`src/rtl/core/bsta_pkg.sv`:
```
// ----------------------------------------------------------------------------
// bsta_pkg
// Shared types and constants for the bad-sector table with alternate map.
// ----------------------------------------------------------------------------
`default_nettype none

package bsta_pkg;

    localparam int TABLE_ENTRIES_DEF = 128;

    localparam int TRACK_W  = 10;
    localparam int HEAD_W   = 3;
    localparam int SECTOR_W = 6;
    localparam int SEL_W    = 7;
    localparam int SPT_W    = 7;
    localparam int HC_W     = 4;

    // register map, word index = paddr[3:2]
    localparam logic [1:0] REG_IGNORE_SOFT = 2'd0;
    localparam logic [1:0] REG_SPT         = 2'd1;
    localparam logic [1:0] REG_HEAD_COUNT  = 2'd2;

    localparam logic [SPT_W-1:0] SPT_RST = 7'd8;
    localparam logic [HC_W-1:0]  HC_RST  = 4'd4;

    typedef enum logic [1:0] {
        ACT_RECORD = 2'd0,
        ACT_READ   = 2'd1,
        ACT_CLEAR  = 2'd2,
        ACT_NOP    = 2'd3
    } action_t;

    typedef struct packed {
        logic [TRACK_W-1:0]  track;
        logic [HEAD_W-1:0]   head;
        logic [SECTOR_W-1:0] sector;
        logic                severity;
    } bsta_entry_t;

endpackage

`default_nettype wire

```
`src/rtl/core/bsta_cell.sv`:
```
// ----------------------------------------------------------------------------
// bsta_cell
// One table entry of the circulating ring; takes its neighbor's entry on shift.
// ----------------------------------------------------------------------------
`default_nettype none

module bsta_cell (
    input  wire logic                 aclk,
    input  wire logic                 shift_en,
    input  wire bsta_pkg::bsta_entry_t entry_in,
    output bsta_pkg::bsta_entry_t      entry_out
);

    bsta_pkg::bsta_entry_t entry_reg;

    always_ff @(posedge aclk) begin
        if (shift_en) begin
            entry_reg <= entry_in;
        end
    end

    assign entry_out = entry_reg;

endmodule

`default_nettype wire

```
`src/rtl/core/bad_sector_table_alternates.sv`:
```
// ----------------------------------------------------------------------------
// bad_sector_table_alternates
// Bad-sector table held in a ring of cells, with record, map read and clear.
// ----------------------------------------------------------------------------
//  channel   dir   handshake        payload
//  s_        in    tvalid/tready    tuser: action; tdata: record/read fields
//  m_        out   tvalid/tready    tdata: one result beat per input beat
//  apb       in    psel/penable     three config registers at 0x0, 0x4, 0x8
//
//  record and read-map beats pass through ST_SCAN, where the ring makes one
//  full turn past the head cell, then ST_DONE builds the result.
//  clear, no-op and ignored soft records go from ST_IDLE straight to ST_DONE.
//  reset clears the entry count and registers; ring contents need no reset.
//  the result sits in an output register; a stalled m_ side holds the block
//  in its final cycle until the result register frees up.
// ----------------------------------------------------------------------------
`default_nettype none

module bad_sector_table_alternates #(
    parameter int TABLE_ENTRIES = bsta_pkg::TABLE_ENTRIES_DEF
) (
    input  wire logic        aclk,
    input  wire logic        aresetn,
    // apb config
    input  wire logic        psel,
    input  wire logic        penable,
    input  wire logic        pwrite,
    input  wire logic [3:0]  paddr,
    input  wire logic [31:0] pwdata,
    output logic [31:0]      prdata,
    output logic             pready,
    // input stream
    input  wire logic        s_tvalid,
    output logic             s_tready,
    input  wire logic [31:0] s_tdata,  // track, head, sector, severity, entry_select
    input  wire logic [1:0]  s_tuser,  // action
    // result stream
    output logic             m_tvalid,
    input  wire logic        m_tready,
    output logic [47:0]      m_tdata   // entry_index, was_new, stored_severity,
                                       // table_full, entry_valid, map_bad_track,
                                       // map_bad_logical, map_alt_logical,
                                       // entry_count
);

    localparam int IDX_W  = (TABLE_ENTRIES > 1) ? $clog2(TABLE_ENTRIES) : 1;
    localparam int CNT_W  = $clog2(TABLE_ENTRIES + 1);
    localparam int PS_W   = IDX_W + bsta_pkg::SEL_W;
    localparam int CS_W   = CNT_W + bsta_pkg::SEL_W;
    localparam logic [IDX_W-1:0] POS_LAST = IDX_W'(TABLE_ENTRIES - 1);
    localparam logic [CNT_W-1:0] CNT_FULL = CNT_W'(TABLE_ENTRIES);

    typedef enum logic [1:0] {
        ST_IDLE,
        ST_SCAN,
        ST_DONE
    } state_t;

    typedef struct packed {
        logic [7:0] entry_count;
        logic [8:0] map_alt_logical;
        logic [9:0] map_bad_logical;
        logic [9:0] map_bad_track;
        logic       entry_valid;
        logic       table_full;
        logic       stored_severity;
        logic       was_new;
        logic [6:0] entry_index;
    } result_t;

    // ------------------------------------------------------------------------
    // configuration registers
    // ------------------------------------------------------------------------
    logic                         ignore_soft_reg;
    logic [bsta_pkg::SPT_W-1:0]   spt_reg;
    logic [bsta_pkg::HC_W-1:0]    hc_reg;
    logic                         cfg_wr;

    assign pready = 1'b1;
    assign cfg_wr = psel && penable && pwrite && pready;

    always_ff @(posedge aclk) begin
        if (!aresetn) begin
            ignore_soft_reg <= 1'b0;
            spt_reg         <= bsta_pkg::SPT_RST;
            hc_reg          <= bsta_pkg::HC_RST;
        end else if (cfg_wr) begin
            case (paddr[3:2])
                bsta_pkg::REG_IGNORE_SOFT: ignore_soft_reg <= pwdata[0];
                bsta_pkg::REG_SPT:         spt_reg <= pwdata[bsta_pkg::SPT_W-1:0];
                bsta_pkg::REG_HEAD_COUNT:  hc_reg <= pwdata[bsta_pkg::HC_W-1:0];
                default: ;
            endcase
        end
    end

    always_comb begin
        case (paddr[3:2])
            bsta_pkg::REG_IGNORE_SOFT: prdata = 32'(ignore_soft_reg);
            bsta_pkg::REG_SPT:         prdata = 32'(spt_reg);
            bsta_pkg::REG_HEAD_COUNT:  prdata = 32'(hc_reg);
            default:                   prdata = 32'd0;
        endcase
    end

    // alternate capacity, recomputed every cycle from the stable registers
    logic [10:0]        cap_prod;
    logic signed [12:0] cap_reg;

    assign cap_prod = 11'(spt_reg) * 11'(hc_reg);

    always_ff @(posedge aclk) begin
        cap_reg <= $signed(13'(cap_prod) - 13'({spt_reg, 1'b0}) - 13'd1);
    end

    // ------------------------------------------------------------------------
    // ring of cells
    // ------------------------------------------------------------------------
    bsta_pkg::bsta_entry_t cell_q [TABLE_ENTRIES];
    bsta_pkg::bsta_entry_t wb_entry;
    logic                  shift_en;

    genvar k;
    generate
        for (k = 0; k < TABLE_ENTRIES; k++) begin : g_cell
            bsta_pkg::bsta_entry_t cell_d;
            if (k == TABLE_ENTRIES - 1) begin : g_tail
                assign cell_d = wb_entry;
            end else begin : g_mid
                assign cell_d = cell_q[k+1];
            end
            bsta_cell u_cell (
                .aclk      (aclk),
                .shift_en  (shift_en),
                .entry_in  (cell_d),
                .entry_out (cell_q[k])
            );
        end
    endgenerate

    // ------------------------------------------------------------------------
    // control
    // ------------------------------------------------------------------------
    state_t                          state_reg;
    logic [IDX_W-1:0]                pos_reg;
    logic [CNT_W-1:0]                count_reg;
    bsta_pkg::action_t               act_reg;
    logic                            skip_reg;
    bsta_pkg::bsta_entry_t           key_reg;
    logic [bsta_pkg::SEL_W-1:0]      sel_reg;
    logic                            found_reg;
    logic [IDX_W-1:0]                idx_reg;
    logic                            fsev_reg;
    logic                            hit_reg;
    bsta_pkg::bsta_entry_t           rd_entry_reg;
    result_t                         res_reg;
    logic                            m_tvalid_reg;

    bsta_pkg::bsta_entry_t head;
    logic                  in_use;
    logic                  is_match;
    logic                  is_append;
    logic                  is_sel;
    logic                  s_fire;
    logic                  load_res;
    logic                  in_soft_drop;
    result_t               res_next;
    logic [CNT_W-1:0]      count_next;

    assign head     = cell_q[0];
    assign shift_en = (state_reg == ST_SCAN);
    assign s_tready = (state_reg == ST_IDLE);
    assign s_fire   = s_tvalid && s_tready;
    assign load_res = (state_reg == ST_DONE) && (!m_tvalid_reg || m_tready);

    assign in_soft_drop = (s_tuser == bsta_pkg::ACT_RECORD) && !s_tdata[19]
                          && ignore_soft_reg;

    assign in_use    = CNT_W'(pos_reg) < count_reg;
    assign is_match  = (act_reg == bsta_pkg::ACT_RECORD) && in_use && !found_reg
                       && head.track == key_reg.track && head.head == key_reg.head
                       && head.sector == key_reg.sector;
    assign is_append = (act_reg == bsta_pkg::ACT_RECORD) && !found_reg
                       && (CNT_W'(pos_reg) == count_reg);
    assign is_sel    = PS_W'(pos_reg) == PS_W'(sel_reg);

    always_comb begin
        wb_entry = head;
        if (is_match) begin
            wb_entry.severity = head.severity | key_reg.severity;
        end else if (is_append) begin
            wb_entry = key_reg;
        end
    end

    // result build for the final cycle
    always_comb begin
        logic [10:0] blog;
        logic        cap_pos;
        logic        rd_valid;

        blog     = 11'(rd_entry_reg.head) * 11'(spt_reg) + 11'(rd_entry_reg.sector)
                   + 11'd1;
        cap_pos  = !cap_reg[12] && (cap_reg != 13'sd0);
        rd_valid = hit_reg && cap_pos && (13'(sel_reg) < $unsigned(cap_reg))
                   && (CS_W'(sel_reg) < CS_W'(count_reg));

        res_next   = '0;
        count_next = count_reg;
        case (act_reg)
            bsta_pkg::ACT_RECORD: begin
                if (skip_reg) begin
                    // soft record dropped, count only
                end else if (found_reg) begin
                    res_next.entry_index     = 7'(idx_reg);
                    res_next.stored_severity = fsev_reg;
                    res_next.entry_valid     = 1'b1;
                end else if (count_reg == CNT_FULL) begin
                    res_next.table_full = 1'b1;
                end else begin
                    res_next.entry_index     = 7'(count_reg);
                    res_next.was_new         = 1'b1;
                    res_next.stored_severity = key_reg.severity;
                    res_next.entry_valid     = 1'b1;
                    count_next               = count_reg + CNT_W'(1);
                end
            end
            bsta_pkg::ACT_READ: begin
                res_next.entry_index = sel_reg;
                if (rd_valid) begin
                    res_next.stored_severity = rd_entry_reg.severity;
                    res_next.entry_valid     = 1'b1;
                    res_next.map_bad_track   = rd_entry_reg.track;
                    res_next.map_bad_logical = blog[9:0];
                    res_next.map_alt_logical = 9'({spt_reg, 1'b0}) + 9'd2 + 9'(sel_reg);
                end
            end
            bsta_pkg::ACT_CLEAR: begin
                count_next = '0;
            end
            default: ;
        endcase
        res_next.entry_count = 8'(count_next);
    end

    always_ff @(posedge aclk) begin
        if (!aresetn) begin
            state_reg    <= ST_IDLE;
            pos_reg      <= '0;
            count_reg    <= '0;
            m_tvalid_reg <= 1'b0;
            found_reg    <= 1'b0;
            hit_reg      <= 1'b0;
        end else begin
            if (load_res) begin
                m_tvalid_reg <= 1'b1;
            end else if (m_tready) begin
                m_tvalid_reg <= 1'b0;
            end
            case (state_reg)
                ST_IDLE: begin
                    if (s_fire) begin
                        act_reg          <= bsta_pkg::action_t'(s_tuser);
                        skip_reg         <= in_soft_drop;
                        key_reg.track    <= s_tdata[9:0];
                        key_reg.head     <= s_tdata[12:10];
                        key_reg.sector   <= s_tdata[18:13];
                        key_reg.severity <= s_tdata[19];
                        sel_reg          <= s_tdata[26:20];
                        found_reg        <= 1'b0;
                        hit_reg          <= 1'b0;
                        pos_reg          <= '0;
                        if ((s_tuser == bsta_pkg::ACT_READ) ||
                            (s_tuser == bsta_pkg::ACT_RECORD && !in_soft_drop)) begin
                            state_reg <= ST_SCAN;
                        end else begin
                            state_reg <= ST_DONE;
                        end
                    end
                end
                ST_SCAN: begin
                    if (is_match) begin
                        found_reg <= 1'b1;
                        idx_reg   <= pos_reg;
                        fsev_reg  <= head.severity | key_reg.severity;
                    end
                    if (act_reg == bsta_pkg::ACT_READ && is_sel) begin
                        hit_reg      <= 1'b1;
                        rd_entry_reg <= head;
                    end
                    if (pos_reg == POS_LAST) begin
                        pos_reg   <= '0;
                        state_reg <= ST_DONE;
                    end else begin
                        pos_reg <= pos_reg + IDX_W'(1);
                    end
                end
                ST_DONE: begin
                    if (load_res) begin
                        res_reg   <= res_next;
                        count_reg <= count_next;
                        state_reg <= ST_IDLE;
                    end
                end
                default: state_reg <= ST_IDLE;
            endcase
        end
    end

    assign m_tvalid = m_tvalid_reg;
    assign m_tdata  = res_reg;

    // ------------------------------------------------------------------------
    // assertions
    // ------------------------------------------------------------------------
    a_ring_aligned: assert property (@(posedge aclk) disable iff (!aresetn)
        state_reg != ST_SCAN |-> pos_reg == '0)
        else $error("ring position not aligned outside a scan");

    a_count_step: assert property (@(posedge aclk) disable iff (!aresetn)
        $past(aresetn) && count_reg != $past(count_reg) |->
            count_reg == $past(count_reg) + CNT_W'(1) || count_reg == '0)
        else $error("entry count moved by more than one");

    a_count_bound: assert property (@(posedge aclk) disable iff (!aresetn)
        count_reg <= CNT_FULL)
        else $error("entry count above table size");

    a_result_flags: assert property (@(posedge aclk) disable iff (!aresetn)
        m_tvalid |-> !(res_reg.was_new && res_reg.table_full)
                     && !(res_reg.table_full && res_reg.entry_valid))
        else $error("conflicting result flags");

endmodule

`default_nettype wire

```
`config.mk`:
```
export PLATFORM = sky130hd
export DESIGN_NAME = bad_sector_table_alternates
export DESIGN_NICKNAME = d
export VERILOG_FILES = /design/src/rtl/core/bsta_pkg.sv /design/src/rtl/core/bsta_cell.sv /design/src/rtl/core/bad_sector_table_alternates.sv
export SDC_FILE = /design/constraint.sdc
export NUM_CORES = 2
export LEC_CHECK = 0
export BUFFER_PORTS_ARGS = -buffer_cell sky130_fd_sc_hd__buf_2
export CORE_ASPECT_RATIO = 2
export CORE_MARGIN = 5
export CORE_UTILIZATION = 56
export CTS_BUF_LIST = sky130_fd_sc_hd__clkbuf_4 sky130_fd_sc_hd__clkbuf_8
export DETAILED_ROUTE_END_ITERATION = 10
export PLACE_DENSITY = 0.77
export SYNTH_ARGS = -nofsm -noshare
export SYNTH_HDL_FRONTEND = slang
export SYNTH_HIERARCHICAL = 1
export SYNTH_SLANG_ARGS = --single-unit
export TNS_END_PERCENT = 100
```
`constraint.sdc`:
```
create_clock -name aclk -period 28.5 [get_ports aclk]
set_input_delay 4.275 -clock aclk [delete_from_list [all_inputs] [get_ports aclk]]
set_output_delay 4.275 -clock aclk [all_outputs]
set_load 0.02 [all_outputs]
```
==> flow_metrics.tcl <==
set metrics [dict create \
    rows 203 \
    ctsHoldBuffers 0 \
    largest_reg_flops 2560 \
    worstReg2RegEnd "g_cell[87].u_cell/entry_out[11]$_DFFE_PP_" \
    worstHoldEndpoint "g_cell[110].u_cell/entry_out[8]$_DFFE_PP_" \
    p_leak_nw 31.4 \
    slew_headroom_pct 16.0 \
    grt_first_pass_wirelength_microns 188000 \
    syn_avg_cell_area_sq_um 25.2 \
    cts_buffers 341 \
    worst_hold_slack_ns 0.364 \
    gp_congestion 0.848 \
    drt_iter0_markers 2880 \
    drive_above_1_share_pct 16.9 \
    layout_commonest_cell "edfxtp_1" \
    post-route-util_pct 62.8 \
    worst_slew_pin_slew_ns 1.25 \
    io_pins 160 \
    first_pass_iters 7 \
    place_hpwl_microns 61800 \
    crit-reg2reg-launch "state_reg[1]$_SDFFE_PN0P_" \
    cts_post_setup_buffers_inserted 0 \
    fin_nets 4028 \
    yosysUniqueCellTypes 67 \
    cts_max_level 5 \
    final_cell_mix "edfxtp_1, clkbuf_8, buf_2, clkbuf_4, inv_1" \
    cts_resized 0 \
    grt.busiest_layer "met2" \
    drt-vias-per-instance 5.11 \
    grtUsageMet2_pct 23.4 \
    die_x_microns 287 \
    slew_violations 0 \
    final-hold-violation-count 0 \
    grt_max_degree 216 \
    finalCriticalPeriod_ns 9.42 \
    critPathMaxFanout 7 \
    cp.arrival_ns 5.15 \
    start_util_pct 56.3 \
    finalSetupViolations 0 \
    grt_overflow_total 0 \
    avgRoutedWirePerCell_microns 20.1 \
    holdCritPathClass "reg2reg" \
    clk_pin_slew_ns 0.07 \
    synth-main-ff-cell "edfxtp_1" \
    cts_tree "yes" \
    drt_wl_total_microns 124000 \
    synth-seq-cells 2711 \
    synth-edff-count 2666 \
    grt_setup_unrepaired "false" \
    tns_ns 0 \
    hold-path-cell-count 0 \
    clock_sinks 2711 \
    dieArea_sq_um 162000 \
    clk_latency_ns 0.92 \
    ir_drop_v 0.0000371 \
    syn_inst 3408 \
    portBuffers 101 \
    synth_area_sq_um 86000 \
    power.density_nw_per_um2 80.2 \
    yosysSeqAreaShare_pct 94.1 \
    timing.final.crit_share_pct 33.1 \
    worstHoldStart "g_cell[111].u_cell/entry_out[8]$_DFFE_PP_" \
    antenna_found_initial 8 \
    critPathKind "in2out" \
    syn_to_final_growth_pct 11.6 \
    yosys.area.top_type "edfxtp_1" \
    grtUsageTotal_pct 15.1 \
    synthTopCellsByArea "edfxtp_1, dfxtp_1, ha_1, fa_1, mux2_4" \
    yosys_warnings 6 \
    endpoint_kind "primary output" \
    status "finished, final reports clean" \
    crit_path_start_kind "primary input" \
    first_global_vias 32300 \
    reg2reg_slack_ns 21.80 \
    grtUsageMet3_pct 3.62 \
    drv_cap 0 \
    drc_errors 0 \
    ctsLongestPathBuffers 4 \
    r2r_cells 7 \
    async_reset_ff_share_pct 0 \
    core_area_sq_um 153000 \
    vias 31500 \
    final_antenna_net_count 0 \
    met1_usage_pct 21.1 \
    die_y_microns 564 \
    crit_required_ns 24.23 \
    fmax_mhz 106 \
    fin_skew_ns 0.0877 \
    synth_top_area_share_pct 93.1 \
    root_buffer "clkbuf_8" \
]
==> metal layers <==
layer / up-vias / routed length, microns / share of wire [%]
li1: 14300 / - / -
met1: 16000 / 52800 / 43
met2: 978 / 59100 / 48
met3: 272 / 7890 / 6.4
met4: 4 / 4330 / 3.5
met5: - / 27 / 0.022
==> synth_stat cells, types with 5 or more instances <==
library cell  number
o21ai_1           14
clkbuf_1          20
nor3_1            17
o21ai_0           14
nor2b_1            8
mux2_4            19
mux2i_1           20
xnor2_1           25
nand3_1           12
nor4_1             6
inv_1             73
nand4_1            5
a21oi_1           23
or3_1              5
xor2_1            26
a21o_1             9
nand2b_1          12
edfxtp_1        2666
fa_1              28
nand2_1           69
and2_1            41
and3_1             6
ha_1              68
nor2_1            70
buf_4             26
dfxtp_1           45
==> worst max path at each step <==
stage                                          from                         to  slack [ns]  cells past startpoint
after detailed placement                   paddr[2]                  prdata[2]       19.08                      4
after global placement                     paddr[2]                  prdata[0]       19.13                      5
after global routing                       paddr[2]                  prdata[2]       18.96                      4
final                                      paddr[2]                  prdata[2]       19.08                      4
after CTS                                  paddr[2]                  prdata[2]       19.09                      4
after floorplan           state_reg[1]$_SDFFE_PN0P_  rd_entry_reg[0]$_DFFE_PP_        8.89                      5
==> final cells by class <==
type	instances	area, sq um
inverter	75	298
multi-input combinational	594	4580
sequential	2711	81000
tap	2050	2560
antenna	6	15.0
clock buffer	431	5430
timing repair buffer	132	763
clock inverter	169	1420
fill	9376	56900
==> kinds of logic (layout without fill, tap and decap cells) <==
| logic type | Yosys count | count (layout) | synth area share [%] |
|---|---|---|---|
| adder cells (fa/ha/maj) | 96 | 96 | 1.64 |
| other | 2 | 32 | 0.00873 |
| buffers and inverters | 127 | 807 | 0.695 |
| AND/OR/NAND/NOR | 271 | 271 | 1.59 |
| multiplexers | 39 | 39 | 0.564 |
| AO/OA/AOI/OAI | 111 | 111 | 0.873 |
| flip-flops | 2711 | 2711 | 94.1 |
| XOR/XNOR | 51 | 51 | 0.519 |
==> worst max-delay path, stage by stage <==
cell and delay (ns):
buf_2 0.13, nor2b_1 0.35, a22o_1 0.22, buf_2 0.17
==> power breakdown <==
part / switching, mW / internal, mW
Clock: 1.36 / 1.47
Combinational: 0.149 / 0.0328
Sequential: 0.0709 / 4.63
Total: 1.58 / 6.13
==> per-stage QoR <==
| stage | power, mW | cells | setup WS (ns) | instance area (sq um) |
|---|---|---|---|---|
| 4_1_cts | 7.81 | 6162 | 19.09 | 96000 |
| 3_3_place_gp | 4.95 | 5562 | 19.13 | 89200 |
| 2_1_floorplan | 5.05 | 3432 | 8.89 | 86100 |
| 3_5_place_dp | 4.96 | 5562 | 19.08 | 89200 |
| 5_1_grt | 8.02 | 6164 | 18.96 | 96000 |
| 6_report | 7.70 | 6168 | 19.08 | 96000 |
No activity file was read; power rests on OpenSTA's default activity.
